**src/rtl/i2cm_pkg.sv**
```systemverilog
// Shared types and constants for the I2C master bit sequencer.
package i2cm_pkg;

	localparam logic [7:0] TIMEOUT_RESET = 8'd250;
	localparam logic [3:0] BYTE_BITS     = 4'd8;
	localparam int         DATA_MSB      = 7;

	typedef enum logic [2:0] {
		CMD_IDLE  = 3'd0,
		CMD_START = 3'd1,
		CMD_STOP  = 3'd2,
		CMD_WRITE = 3'd3,
		CMD_READ  = 3'd4,
		CMD_WAIT  = 3'd5
	} cmd_t;

	typedef struct packed {
		logic scl;
		logic sda;
		logic en;
	} line_t;

	typedef struct packed {
		cmd_t       cmd;
		logic [2:0] phase;
		logic [3:0] bit_count;
		logic [7:0] shift_data;
		logic [7:0] poll_count;
		logic       ack_choice;
		line_t      lines;
		logic       fail_flag;
		logic [7:0] rx_hold;
	} seq_state_t;

	typedef struct packed {
		logic       scl;
		logic       sda;
		logic       en;
		logic       busy;
		logic       done;
		logic [7:0] rx;
		logic       fail;
	} res_t;

endpackage

```
**src/rtl/i2cm_step.sv**
```systemverilog
// Next-state and result logic for one tick of the bit sequencer.
module i2cm_step import i2cm_pkg::*; (
	input  seq_state_t state_cur,
	input  logic [2:0] command,
	input  logic [7:0] tx_byte,
	input  logic       send_ack,
	input  logic       sda_sample,
	input  logic [7:0] ack_timeout,
	output seq_state_t state_nxt,
	output res_t       result
);

	typedef struct packed {
		line_t lines;
		logic  fin;
	} stop_t;

	// One step of the stop condition; the last step reports the end.
	function automatic stop_t stop_apply(input logic [2:0] step, input line_t l);
		stop_t r;
		r.lines = l;
		r.fin   = 1'b0;
		case (step)
			3'd0: begin
				r.lines.en  = 1'b1;
				r.lines.scl = 1'b0;
			end
			3'd1: r.lines.sda = 1'b0;
			3'd2: r.lines.scl = 1'b1;
			default: begin
				r.lines.sda = 1'b1;
				r.fin       = 1'b1;
			end
		endcase
		return r;
	endfunction

	seq_state_t n;
	stop_t      st;
	logic       fin;
	logic       is_cmd;

	assign is_cmd = (command == CMD_START) || (command == CMD_STOP) ||
	                (command == CMD_WRITE) || (command == CMD_READ) ||
	                (command == CMD_WAIT);

	always_comb begin
		n   = state_cur;
		fin = 1'b0;
		st  = stop_apply(state_cur.phase, state_cur.lines);

		// A new command is taken only while idle; otherwise it is dropped.
		if (state_cur.cmd == CMD_IDLE && is_cmd) begin
			n.cmd        = cmd_t'(command);
			n.phase      = 3'd0;
			n.bit_count  = 4'd0;
			n.poll_count = 8'd0;
			if (command == CMD_WRITE) begin
				n.shift_data = tx_byte;
			end
			if (command == CMD_READ) begin
				n.shift_data = 8'd0;
				n.ack_choice = send_ack;
			end
			if (command == CMD_WAIT) begin
				n.fail_flag = 1'b0;
			end
		end

		if (n.cmd != CMD_IDLE) begin
			case (n.cmd)
				CMD_START: begin
					case (n.phase)
						3'd0: begin
							n.lines.en  = 1'b1;
							n.lines.sda = 1'b1;
						end
						3'd1: n.lines.scl = 1'b1;
						3'd2: n.lines.sda = 1'b0;
						default: begin
							n.lines.scl = 1'b0;
							fin         = 1'b1;
						end
					endcase
					n.phase = n.phase + 3'd1;
				end
				CMD_STOP: begin
					st      = stop_apply(n.phase, n.lines);
					n.lines = st.lines;
					fin     = st.fin;
					n.phase = n.phase + 3'd1;
				end
				CMD_WRITE: begin
					if (n.phase == 3'd0) begin
						n.lines.en  = 1'b1;
						n.lines.scl = 1'b0;
						n.phase     = 3'd1;
					end else if (n.phase == 3'd1) begin
						n.lines.sda  = n.shift_data[DATA_MSB];
						n.shift_data = {n.shift_data[6:0], 1'b0};
						n.phase      = 3'd2;
					end else if (n.phase == 3'd2) begin
						n.lines.scl = 1'b1;
						n.phase     = 3'd3;
					end else begin
						n.lines.scl = 1'b0;
						n.bit_count = n.bit_count + 4'd1;
						if (n.bit_count >= BYTE_BITS) begin
							fin = 1'b1;
						end else begin
							n.phase = 3'd1;
						end
					end
				end
				CMD_READ: begin
					case (n.phase)
						3'd0: begin
							n.lines.en  = 1'b0;
							n.lines.scl = 1'b0;
							n.phase     = 3'd1;
						end
						3'd1: begin
							n.lines.scl  = 1'b1;
							n.shift_data = {n.shift_data[6:0], sda_sample};
							n.bit_count  = n.bit_count + 4'd1;
							n.phase      = (n.bit_count >= BYTE_BITS) ? 3'd2 : 3'd0;
						end
						3'd2: begin
							n.lines.scl = 1'b0;
							n.phase     = 3'd3;
						end
						3'd3: begin
							n.lines.en  = 1'b1;
							n.lines.sda = ~n.ack_choice;
							n.phase     = 3'd4;
						end
						3'd4: begin
							n.lines.scl = 1'b1;
							n.phase     = 3'd5;
						end
						default: begin
							n.lines.scl = 1'b0;
							n.rx_hold   = n.shift_data;
							fin         = 1'b1;
						end
					endcase
				end
				CMD_WAIT: begin
					if (n.phase == 3'd0) begin
						n.lines.en  = 1'b0;
						n.lines.sda = 1'b1;
						n.phase     = 3'd1;
					end else if (n.phase == 3'd1) begin
						n.lines.scl = 1'b1;
						n.phase     = 3'd2;
					end else if (n.phase == 3'd2) begin
						if (!sda_sample) begin
							n.lines.scl = 1'b0;
							fin         = 1'b1;
						end else if (n.poll_count < ack_timeout) begin
							n.poll_count = n.poll_count + 8'd1;
						end else begin
							// Timed out: the first stop step happens on this tick.
							st      = stop_apply(3'd0, n.lines);
							n.lines = st.lines;
							n.phase = 3'd3;
						end
					end else begin
						st      = stop_apply(n.phase - 3'd2, n.lines);
						n.lines = st.lines;
						if (st.fin) begin
							n.fail_flag = 1'b1;
							fin         = 1'b1;
						end else begin
							n.phase = n.phase + 3'd1;
						end
					end
				end
				default: fin = 1'b1;
			endcase
		end

		if (fin) begin
			n.cmd   = CMD_IDLE;
			n.phase = 3'd0;
		end

		state_nxt   = n;
		result.scl  = n.lines.scl;
		result.sda  = n.lines.sda;
		result.en   = n.lines.en;
		result.busy = (n.cmd != CMD_IDLE);
		result.done = fin;
		result.rx   = n.rx_hold;
		result.fail = n.fail_flag;
	end

endmodule

```
**src/rtl/i2c_master_bit_sequencer.sv**
```systemverilog
// Top level of the I2C master bit sequencer: input stage, state and result register.
//
// Each input transaction is one bus tick: a command (or tick only), the byte to
// send, the ACK choice for reads and the sampled SDA level. Every tick produces
// exactly one result transaction with the driven SCL/SDA levels, the SDA drive
// enable, busy and done flags, the last received byte and the ACK failure flag.
// Commands that arrive while a sequence is running are discarded.
//
// A transaction is held in an input register and the state update on it is
// combinational; when it advances, the result is written to the output register.
// Throughput is one transaction per cycle while the receiver does not stall, set
// by the single state update between the input and output registers.
// When the receiver stalls, the output register holds its result and one more
// input transaction is still taken into the input register; only then is
// in_stall raised, combinationally from out_stall.
//
// Reset leaves the sequencer idle with SCL and SDA high and SDA driven, the
// timeout register at 250 and both channels empty. ack_timeout is written with
// ack_timeout_we and should only change while the sequencer is idle.
module i2c_master_bit_sequencer import i2cm_pkg::*; (
	input  logic       clk,
	input  logic       arst_n,
	input  logic       ack_timeout_we,
	input  logic [7:0] ack_timeout_wdata,
	input  logic       in_valid,
	output logic       in_stall,
	input  logic [2:0] command,
	input  logic [7:0] tx_byte,
	input  logic       send_ack,
	input  logic       sda_sample,
	output logic       out_valid,
	input  logic       out_stall,
	output logic       scl_level,
	output logic       sda_level,
	output logic       sda_drive_enable,
	output logic       busy_res,
	output logic       command_done,
	output logic [7:0] rx_byte,
	output logic       ack_failed
);

	logic       valid_s1;
	logic [2:0] command_s1;
	logic [7:0] tx_byte_s1;
	logic       send_ack_s1;
	logic       sda_sample_s1;

	logic [7:0] ack_timeout_q;
	seq_state_t state_q;
	seq_state_t state_nxt;
	res_t       result;
	res_t       res_q;
	logic       out_valid_q;
	logic       advance;

	assign advance  = valid_s1 && (!out_valid_q || !out_stall);
	assign in_stall = valid_s1 && out_valid_q && out_stall;

	always_ff @(posedge clk or negedge arst_n) begin
		if (!arst_n) begin
			ack_timeout_q <= TIMEOUT_RESET;
		end else if (ack_timeout_we) begin
			ack_timeout_q <= ack_timeout_wdata;
		end
	end

	always_ff @(posedge clk or negedge arst_n) begin
		if (!arst_n) begin
			valid_s1 <= 1'b0;
		end else if (in_valid && !in_stall) begin
			valid_s1 <= 1'b1;
		end else if (advance) begin
			valid_s1 <= 1'b0;
		end
	end

	always_ff @(posedge clk) begin
		if (in_valid && !in_stall) begin
			command_s1    <= command;
			tx_byte_s1    <= tx_byte;
			send_ack_s1   <= send_ack;
			sda_sample_s1 <= sda_sample;
		end
	end

	i2cm_step u_step (
		.state_cur   (state_q),
		.command     (command_s1),
		.tx_byte     (tx_byte_s1),
		.send_ack    (send_ack_s1),
		.sda_sample  (sda_sample_s1),
		.ack_timeout (ack_timeout_q),
		.state_nxt   (state_nxt),
		.result      (result)
	);

	always_ff @(posedge clk or negedge arst_n) begin
		if (!arst_n) begin
			state_q.cmd        <= CMD_IDLE;
			state_q.phase      <= 3'd0;
			state_q.bit_count  <= 4'd0;
			state_q.shift_data <= 8'd0;
			state_q.poll_count <= 8'd0;
			state_q.ack_choice <= 1'b0;
			state_q.lines      <= '{scl: 1'b1, sda: 1'b1, en: 1'b1};
			state_q.fail_flag  <= 1'b0;
			state_q.rx_hold    <= 8'd0;
			out_valid_q        <= 1'b0;
		end else if (advance) begin
			state_q     <= state_nxt;
			out_valid_q <= 1'b1;
		end else if (out_valid_q && !out_stall) begin
			out_valid_q <= 1'b0;
		end
	end

	always_ff @(posedge clk) begin
		if (advance) begin
			res_q <= result;
		end
	end

	assign out_valid        = out_valid_q;
	assign scl_level        = res_q.scl;
	assign sda_level        = res_q.sda;
	assign sda_drive_enable = res_q.en;
	assign busy_res         = res_q.busy;
	assign command_done     = res_q.done;
	assign rx_byte          = res_q.rx;
	assign ack_failed       = res_q.fail;

endmodule

```
**config.mk**
```make
export PLATFORM = sky130hd
export DESIGN_NAME = i2c_master_bit_sequencer
export DESIGN_NICKNAME = d
export VERILOG_FILES = /design/src/rtl/i2cm_pkg.sv /design/src/rtl/i2cm_step.sv /design/src/rtl/i2c_master_bit_sequencer.sv
export SDC_FILE = /design/constraint.sdc
export NUM_CORES = 1
export LEC_CHECK = 0
export ABC_AREA = 1
export BUFFER_PORTS_ARGS = -buffer_cell sky130_fd_sc_hd__buf_4
export CAP_MARGIN = 10
export CORE_ASPECT_RATIO = 0.7
export CORE_MARGIN = 1.5
export CORE_UTILIZATION = 45
export DETAILED_ROUTE_END_ITERATION = 8
export SLEW_MARGIN = 20
export SYNTH_ARGS = -nofsm -noshare
export SYNTH_HDL_FRONTEND = slang
export SYNTH_SLANG_ARGS = --single-unit
export TNS_END_PERCENT = 1
```
**constraint.sdc**
```tcl
create_clock -name clk -period 8.7 [get_ports clk]
set_input_delay 0 -clock clk [delete_from_list [all_inputs] [get_ports clk]]
set_output_delay 0 -clock clk [all_outputs]
set_load 0.01 [all_outputs]
```
==> results of run 1 <==
==> path summary, 6_finish.rpt <==
check	endpoint	cells past startpoint	slack [ps]
setup reg to reg	state_q[33]	19	5700
hold reg to reg	state_q[8]	2	480
max in group asynchronous	state_q[0]	2	8020
hold / removal	ack_timeout_q[0]	2	40
min in group asynchronous	state_q[29]	2	250
setup / recovery	state_q[33]	19	5700
==> area by class of cell <==
class / instances / area share, %
inverters: 102 / 6.82
multi-input cells: 384 / 37.1
clock buffers: 10 / 4.00
flip-flops and latches: 76 / 35.8
clock inverters: 6 / 1.55
repair buffers: 79 / 12.0
well taps: 128 / 2.80
==> placed cells by master, fill, tap and decap left out, types with 2 or more instances in the layout <==
| cell | netlist | final |
|---|---|---|
| nand2_1 | 130 | 130 |
| inv_1 | 90 | 90 |
| nor2_1 | 47 | 47 |
| o21ai_0 | 43 | 43 |
| buf_4 | 0 | 42 |
| dfrtp_1 | 40 | 40 |
| dlygate4sd3_1 | 0 | 37 |
| edfxtp_1 | 27 | 27 |
| nand3_1 | 23 | 23 |
| a21oi_1 | 14 | 14 |
| ha_1 | 14 | 14 |
| nand2_2 | 12 | 12 |
| o21ai_2 | 11 | 11 |
| o22ai_1 | 11 | 11 |
| o21ai_1 | 10 | 10 |
| a31oi_1 | 10 | 10 |
| inv_2 | 9 | 9 |
| dfstp_2 | 9 | 9 |
| clkbuf_16 | 0 | 9 |
| a22oi_1 | 8 | 8 |
| nor3_1 | 7 | 7 |
| nor2_2 | 7 | 6 |
| xor2_1 | 5 | 5 |
| nand2_4 | 4 | 4 |
| inv_4 | 3 | 3 |
| nand4_1 | 3 | 3 |
| o2111ai_1 | 3 | 3 |
| nor2_4 | 1 | 2 |
| nand2_8 | 2 | 2 |
| nor2_8 | 2 | 2 |
| nand3_2 | 2 | 2 |
| xnor2_1 | 2 | 2 |
| clkinvlp_4 | 0 | 2 |
| bufinv_16 | 0 | 2 |
==> sequential cells by signal, indices dropped and copies added (netlist names) <==
signal / flops
valid_s1: 1
ack_timeout_q: 8
sda_drive_enable: 1
ack_failed: 1
busy_res: 1
sda_level: 1
out_valid: 1
command_s1: 3
sda_sample_s1: 1
state_q: 39
send_ack_s1: 1
rx_byte: 8
scl_level: 1
tx_byte_s1: 8
command_done: 1
==> stage by stage <==
| step | area, um^2 | hold slack, ps | utilization, % | worst slack [ps] |
|---|---|---|---|---|
| 6_report | 5720 | 40.0 | 58.4 | 5700 |
| 5_1_grt | 5720 | 61.9 | 58.4 | 5510 |
| 4_1_cts | 5720 | 30.1 | 58.4 | 5750 |
| 3_5_place_dp | 5030 | 80.2 | 51.4 | 5760 |
| 3_3_place_gp | 5030 | 73.9 | 51.4 | 5740 |
| 2_1_floorplan | 4600 | -296 | - | 5980 |
==> cells in the mapped netlist (all sizes together) <==
cell type    n  share of area [%]
dfrtp       40                 22
buf          1               0.24
a31oi       10                1.4
o211ai       1               0.16
o22ai       11                1.5
a211oi       1               0.16
nand2      148                 14
xnor2        2               0.38
nand3       25                2.9
o22a         1               0.19
a22oi        8                1.3
nor3         7               0.76
o2111ai      3               0.57
dfstp        9                5.1
nor4         1               0.46
ha          14                3.8
mux2         1               0.24
mux2i        1               0.22
or2          1               0.14
a21oi       15                1.7
nor2        57                5.9
o21a         1               0.16
o21ai       64                7.9
o32ai        1               0.19
o21bai       1               0.16
xor2         5               0.95
a21boi       1               0.16
o311ai       1               0.19
clkbuf       9               0.73
inv        102                8.5
nand4        3               0.41
edfxtp      27                 18
==> power groups by stage <==
stage | Combinational [mW] | Clock (mW) | Sequential (mW)
detailed placement | 0.782 | 0 | 0.531
finish | 0.813 | 0.402 | 0.525
global route | 0.908 | 0.426 | 0.536
CTS | 0.799 | 0.410 | 0.525
global placement | 0.780 | 0 | 0.530
floorplan | 0.564 | 0 | 0.532
==> per-layer routing <==
| layer | up-vias | track usage, % |
|---|---|---|
| met5 | - | 0 |
| met4 | 0 | 5.85 |
| met3 | 11 | 6.38 |
| met2 | 146 | 31.7 |
| met1 | 1855 | 37.0 |
| li1 | 2038 | - |
==> logic make-up after synthesis <==
kind of cell	after synthesis	share of synthesized area, %
adders and majority gates	14	3.81
xor gates and xnor gates	7	1.33
buffers and inverters	112	9.47
and+or+nand+nor	242	24.7
muxes	2	0.462
DFF	76	44.5
AOI/OAI and AO/OA	119	15.7
==> flow_summary.toml, run 1 <==
[die]
initial_utilization_pct = 46.9
ioPinCount = 42
dieWidth_um = 124
fp.coreArea_mm2 = 0.00980
num_rows = 30
die_area_mm2 = 0.0108
fp.dieH_um = 87.6

[setup_path]
cpMostUsedCell = "nand2_2"
r2r-start = "command_s1[1]"
critPathMaxStageDelay_ps = 470
crit_arrival_ps = 3230
cp_top_family = "simple AND/OR/NAND/NOR gates"
cp-end-kind = "flip-flop"
criticalPathCategory = "reg -> reg"
critPathLaunchType = "flip-flop"
path_max_fanout = 17
slowest_stage = "edfxtp_1"
path_buf_inv = 4
worstPathRequired_ps = 8930
cp-startpoint = "command_s1[1]"
crit_chain = "nor2_4 > inv_2 > nand2_2 > nand2_4 > nand2_2 > inv_1 > ha_1 > nand2_8 > inv_1 > nor2_1 > nand2_2 > nor2_8 > inv_2 > nand3_2 > nand2_2 > nand2_4 > nor2_2 > nand2_1 > nand2_1"

[timing]
worst_slew_margin_rel_pct = 52.5
setup_viol_count_final = 0
max_freq_mhz = 333
tns_ps = 0
fin_crit_sh_pct = 34.5
rsz0062_at_grt = "no"
hold_violations = 0
slew_viol_final = 0
period_needed_ps = 3000
fin_skew_ps = 6.34
tightestPinTransition_ps = 713

[synthesis]
syn-instance-count = 572
syn_area_mm2 = 0.00460
synth_nets = 612
synth_cell_type_count = 44
synth_seq_area_share_pct = 44.5
synth_seq_cells = 76
ys_warn_count = 0
synth.avg_cell_area_um2 = 8.04

[route]
antenna_left = 0
wl_met3_um = 937
drc = 0
highest_layer = "met4"
wl_met2_um = 4500
viasPerCell = 5.16
finalWirelength_um = 11600
first_pass_iters = 5
drt-initial-drc-count = 329
num_vias = 4050
routedWlPerCell_um = 14.8
m1WireLength_um = 6040

[placement]
io_buffers = 41
hpwl_um = 8250
dpl.cell_count = 732
gp_congestion = 0.957

[cells_and_area]
nets = 692
drive_gt1_share_pct = 18.7
layoutNonFillerInstCount = 785
fillCellCount = 866
multi_input_area_mm2 = 0.00212
syn_to_final_growth_pct = 24.4
antenna_cells = 0
regArea_mm2 = 0.00205

[power]
power_mw = 1.74
p_leak_nw = 2.69
power_frac_comb_pct = 46.7
power.share.sequential_pct = 30.2
power_density_mw_per_mm2 = 304
swShare_pct = 42.5
p_switching_mw = 0.739
p_clk_share_pct = 23.1
peakVddDrop_v = 0.000150
power.internal_mw = 1.00

[clock_tree]
tritoncts.num_buffers = 9
ctsResizeCount = 0
postCtsSetupBuffers = 0
clockBufferDepth = 2
cts_tree = "built"
cts_htree_levels = 3
insertion_delay_ps = 340
clk_pin_slew_ps = 60
cts_root_buffer = "clkbuf_16"
hold_buffers = 37
cts.sinks = 76

[global_route]
grt.total_usage_pct = 23.6
grt_overflow = 0
antenna_found_initial = 0
grt_pass1_vias = 3723
grt_max_degree = 67
grt_pass1_wl_um = 19200

[run]
cap_violations = 0

[min_path]
hp-class = "in -> reg"
holdCritStartpoint = "ack_timeout_we"

[run_status]
status = "completed"
Note: power is estimated with default switching activity, not from simulation.
==> inputs of run 2 (changes only) <==
==> constraint.sdc (replaced) <==
create_clock -name clk -period 3 [get_ports clk]
set_input_delay 0 -clock clk [delete_from_list [all_inputs] [get_ports clk]]
set_output_delay 0 -clock clk [all_outputs]
set_load 0.01 [all_outputs]
==> run 2 against run 1 <==
The run now ends with hold timing left. Hold slack worse by 44 ps. Fmax is 5.8% higher. Non-clock buffer count is 5 higher. Worst setup slack worse by 5500 ps. First-iteration DRC count is 26% higher. Critical path depth is 3 lower. Utilization is 0.36 points higher. Critical path type unchanged. Critical endpoint is now state_q[2].
==> flow_summary.toml, run 2 (synthesis gave the netlist of run 1 again) <==
[clock_tree]
cts_tree = "built"
insertion_delay_ps = 330
cts.sinks = 76
cts_root_buffer = "clkbuf_16"
clk_pin_slew_ps = 60
clockBufferDepth = 2
cts_htree_levels = 3
tritoncts.num_buffers = 9

[route]
num_vias = 4109
first_pass_iters = 5
antenna_left = 0
viasPerCell = 5.20
drc = 0
routedWlPerCell_um = 15.6
drt-initial-drc-count = 413
finalWirelength_um = 12400

[power]
power_density_mw_per_mm2 = 879
peakVddDrop_v = 0.000513
p_leak_nw = 2.70

[timing]
setup_viol_count_final = 0
hold_violations = 1
tightestPinTransition_ps = 659
slew_viol_final = 0
rsz0062_at_grt = "yes"
period_needed_ps = 2840
holdWs_ps = -3.77
max_freq_mhz = 352
fin_skew_ps = 4.91
fin_crit_sh_pct = 94.6
setup_ws_ps = 163
worst_slew_margin_rel_pct = 56.1

[setup_path]
criticalPathCategory = "reg -> reg"
worstPathRequired_ps = 3250
crit_arrival_ps = 3090
cp-end-kind = "flip-flop"
critPathLaunchType = "flip-flop"
path_max_fanout = 16

[global_route]
use_met1_pct = 38.1
grt_overflow = 0
grt.total_usage_pct = 24.6
grt_max_degree = 57
grt_pass1_wl_um = 20000
antenna_found_initial = 0
grt_pass1_vias = 3825
gr-usage-met2_pct = 33.4
grt.busiest_layer = "met1"
grt_util_met3_pct = 6.45

[placement]
gp_congestion = 1.00
hpwl_um = 8980
io_buffers = 41
pre_cts_ws_ps = 155

[die]
die_area_mm2 = 0.0108
initial_utilization_pct = 46.9
num_rows = 30
fp.coreArea_mm2 = 0.00980
fp.dieH_um = 87.6
dieWidth_um = 124
ioPinCount = 42

[cells_and_area]
final_common_cell = "nand2_1"
mostFrequentLayoutCells = "nand2_1 (129), inv_1 (90), nor2_1 (47), buf_4 (46), o21ai_0 (43)"
nets = 697
drive_gt1_share_pct = 19.6
antenna_cells = 0
syn_to_final_growth_pct = 25.2
final_util_pct = 58.8
largest_reg_flops = 39
top_register = "state_q"

[run_status]
violations = "hold timing"
status = "finished with violations"

[min_path]
hp-class = "in -> reg"

[run]
cap_violations = 0
-- run 2: where the power goes --
| part | leakage, nW | internal (mW) | switching [mW] | total, mW |
|---|---|---|---|---|
| Combinational | 1.72 | 0.824 | 1.63 | 2.45 |
| Clock | 0.132 | 0.648 | 0.434 | 1.08 |
| Sequential | 0.851 | 1.40 | 0.128 | 1.53 |
-- run 2: worst paths after layout --
check	slack, ps	to	from	cells past startpoint
setup / recovery	160	state_q[2]	command_s1[1]	16
hold reg to reg	490	state_q[9]	state_q[9]	2
setup reg to reg	160	state_q[2]	command_s1[1]	16
min in group asynchronous	240	state_q[13]	arst_n	2
hold / removal	-4	ack_timeout_q[2]	ack_timeout_we	2
max in group asynchronous	2300	state_q[1]	arst_n	2
-- run 2: metal layers --
layer	share of wire, %	up-vias
met5	0	-
met4	1.1	0
met3	9.0	14
met2	40	163
met1	50	1891
li1	-	2041
-- run 2: critical path, stage by stage, from the launching register on --
cell	delay, ps
edfxtp_1	470
nor2_4	170
inv_2	50
nand2_2	80
nand2_4	120
nand2_1	190
inv_1	160
ha_1	280
ha_1	270
nor2_2	190
nand2_2	140
nor2_8	120
buf_6	190
nand2_1	90
o21ai_2	90
nand2_1	60
o21ai_1	90
-- run 2: through the flow --
step,std cells,instance area [um^2],setup TNS (ps),power (mW)
global placement,737,5080,0,3.91
floorplan,572,4600,0,3.18
detailed placement,737,5080,0,3.89
CTS,789,5740,0,5.04
finish,790,5760,0,5.06
global route,790,5760,-5.67,5.43
-- run 2: timing repair --
| action | CTS | global route |
|---|---|---|
| setup endpoints to repair | 0 | 18 |
| hold buffers | 36 | 0 |
| resized for setup | 0 | 3 |
| buffers inserted | 0 | 1 |
| hold endpoints to repair | 63 | 0 |
-- run 2: cell type report --
type,count,area (um^2)
timing repair buffer,84,737
multi-input combinational,384,2130
sequential,76,2050
clock buffer,11,233
inverter,102,390
tap,128,160
fill,899,4040
clock inverter,5,61.3
